===== src/design/lrse_ram.sv =====
`default_nettype none

module lrse_ram #(
   parameter int WIDTH = 8,
   parameter int DEPTH = 4
) (
   input  wire logic                     clock,
   input  wire logic                     wr_en,
   input  wire logic [$clog2(DEPTH)-1:0] wr_addr,
   input  wire logic [WIDTH-1:0]         wr_data,
   input  wire logic [$clog2(DEPTH)-1:0] rd_addr,
   output logic      [WIDTH-1:0]         rd_data
);

   logic [WIDTH-1:0] mem_ff [DEPTH];
   logic [WIDTH-1:0] rd_data_ff;

   always_ff @(posedge clock) begin
      if (wr_en) begin
         mem_ff[wr_addr] <= wr_data;
      end
      rd_data_ff <= mem_ff[rd_addr];
   end

   assign rd_data = rd_data_ff;

endmodule

`default_nettype wire


===== config.mk =====
export PLATFORM = sky130hd
export DESIGN_NAME = lrse_ram
export DESIGN_NICKNAME = d
export VERILOG_FILES = /design/src/design/lrse_ram.sv
export SDC_FILE = /design/constraint.sdc
export NUM_CORES = 1
export LEC_CHECK = 0
export BUFFER_PORTS_ARGS = -buffer_cell sky130_fd_sc_hd__buf_4
export CAP_MARGIN = 20
export CORE_UTILIZATION = 53
export CTS_CLUSTER_DIAMETER = 200
export DETAILED_ROUTE_END_ITERATION = 7
export MAX_ROUTING_LAYER = met4
export PLACE_DENSITY_LB_ADDON = 0.12
export SETUP_SLACK_MARGIN = 0.02
export SLEW_MARGIN = 20
export SYNTH_ARGS = -nofsm -noshare
export SYNTH_HDL_FRONTEND = slang
export SYNTH_SLANG_ARGS = --single-unit
export TNS_END_PERCENT = 20

===== constraint.sdc =====
create_clock -name clock -period 1.57 [get_ports clock]
set_input_delay 0.2355 -clock clock [delete_from_list [all_inputs] [get_ports clock]]
set_output_delay 0.2355 -clock clock [all_outputs]
set_load 0.1 [all_outputs]

==> impl_metrics.ini <==
[power_and_ir_drop]
vdd_drop_max_mv = 0.860
swShare_pct = 25.4
p_leak_nw = 0.567
p_int_mw = 1.46
powerDensity_nw_per_um2 = 1240
p_sw_uw = 497
p_clk_share_pct = 23.4
seqPwrFrac_pct = 62.5
pwr-share-comb_pct = 14.2

[cts]
htree_levels = 2
cts-resized-gates = 0
cts_root_buffer = clkbuf_4
holdBufCountCts = 0
cts.sinks = 40
clk_latency_ps = 320
cts_tree = built
path_clk_slew_ps = 110
cts_buffers = 5
post-cts-setup-buffers = 0
clock_path_buffers = 2

[global_route]
antenna_found_initial = 0
grt_use_total_pct = 16.6
grt_pass1_vias = 620
grt_pass1_wl_um = 2910
gr-total-overflow = 0
grt_max_degree = 12

[setup_path]
slowest_stage = dfxtp_1
worstPathRequired_ps = 1330
path_delay_family = flip-flops
start_kind = flip-flop
critPathMaxFanout = 1
criticalPathCategory = reg2out
cp_slowest_stage_delay_ps = 320
path_buf_inv = 1
path_cells = buf_4
arrival_ps = 920
cp-end-kind = output pin

[synth]
async_reset_ff_share_pct = 0
synth.most_common_cell = edfxtp_1
synth_top_family_by_area = multiplexers
synthMuxAreaShare_pct = 13.4
synth.avg_cell_area_um2 = 25.0
synth-adder-area-share_pct = 0
synth_commonest_cells = 32 x edfxtp_1, 8 x dfxtp_1, 8 x mux4_2
yosysSeqAreaShare_pct = 83.1
synth-edff-count = 32
syn-instance-count = 54
synth_top_cell_by_area = edfxtp_1
syn_area_um2 = 1350
syn_nets = 68
ys_warn_count = 0
synth_top_cell_area_share_pct = 71.2
synth-simple-area-share_pct = 2.32
synth_cell_types = 8
synth-compound-area-share_pct = 0
ys_ff_latch = 40
synthTopCellsByArea = edfxtp_1 71%, mux4_2 13%, dfxtp_1 12%, and3b_1 1.3%, buf_6 0.83%
synthFlopType = edfxtp_1
synth_xor_area_share_pct = 0

[sta]
finalSetupTns_ps = 0
rsz0062_at_grt = no
final.setup_skew_ps = 9.05
max-slew-margin-rel_pct = 70.9
max_clock_freq_mhz = 863
fin_crit_ps = 1160
fin_crit_sh_pct = 73.8
final-setup-viol-count = 0
finalHoldViolCount = 0
slew_violations = 0
max_slew.worst_pin.slew_ps = 437

[detailed_routing]
antenna_left = 0
firstDrtPassIters = 3
route.detailed.drc = 0
route.met3.wl_um = 69
routed_wl_um = 1880
num_vias = 596
wl_met2_um = 1040
wirelength_met1_um = 769
highest_layer = met3
via_per_inst = 5.42
drt_iter0_markers = 18
wire_per_inst_um = 17.1

[cells_and_area]
antenna_cells = 0
instances_no_fill = 110
drive_gt1_share_pct = 42.7
ff_latch_area_um2 = 1120
syn2layout_area_growth_pct = 17.3
fin_util_pct = 68.8
multiInputGateArea_um2 = 211
nFillCells = 142
fin_nets = 95

[floorplanning]
pin_count = 22
fp-row-count = 17
die_width_um = 52.4
die_y_um = 52.4
coreArea_um2 = 2300
dieArea_um2 = 2750
initial_utilization_pct = 58.7

[run_status]
status = finished clean

[hold_path]
hp-class = in2reg

[placement]
routabilityCongestion = 0.698
dpl.cell_count = 102
io_buffers = 21

[job]
max_cap_viol_count = 0
-- power groups by stage --
| stage | Combinational [mW] | Clock [mW] | Sequential (mW) |
|---|---|---|---|
| after floorplan | 0.0547 | 0 | 1.39 |
| after global placement | 0.277 | 0 | 1.24 |
| after detailed placement | 0.280 | 0 | 1.25 |
| after CTS | 0.280 | 0.472 | 1.22 |
| after global routing | 0.289 | 0.514 | 1.23 |
| final | 0.277 | 0.457 | 1.22 |
-- cells in the final DEF (no fill, tap or decap) --
cell      instances
and3_1            1
and3b_1           2
buf_4            22
clkbuf_1          2
clkbuf_4          5
clkinv_1          1
dfxtp_1           8
edfxtp_1         32
mux4_2            8
nor3b_1           1
-- sequential cells by signal, summed over array words and instances, names as in the netlist --
signal   flops
rd_data      8
mem_ff      32
-- layout make-up --
class,count,area share [%]
clock buffer,7,2.85
clock inverter,1,0.237
multi-input combinational,12,13.4
sequential,40,70.9
tap,28,2.22
timing repair buffer,22,10.4
-- through the flow --
stage / cell area, um2 / hold slack (ps) / power, mW / setup slack [ps]
after floorplan: 1350 / 334 / 1.45 / 270
after global placement: 1530 / 439 / 1.52 / 384
after detailed placement: 1530 / 442 / 1.53 / 356
after CTS: 1580 / 102 / 1.97 / 390
after global routing: 1580 / 92.8 / 2.03 / 349
final: 1580 / 116 / 1.96 / 411
-- final timing paths --
path / end / from / depth (start not counted) / slack, ps
setup / recovery: rd_data[6] / rd_data[6] / 1 / 410
hold / removal: mem_ff[1][2] / wr_data[2] / 1 / 120
setup reg to reg: rd_data[0] / mem_ff[2][0] / 1 / 590
hold reg to reg: rd_data[6] / mem_ff[0][6] / 1 / 550
-- routing by layer --
metal / up-vias / GRT usage, %
li1: 273 / -
met5: - / -
met4: 0 / 3.95
met3: 0 / 5.22
met2: 16 / 29.3
met1: 307 / 18.4
-- logic make-up (layout without fill, tap and decap cells) --
kind of cell,after synthesis,count (layout)
flip-flops,40,40
AND/OR/NAND/NOR,4,4
multiplexers,8,8
buffers and inverters,2,30
Note: power is estimated with default switching activity, not from simulation.
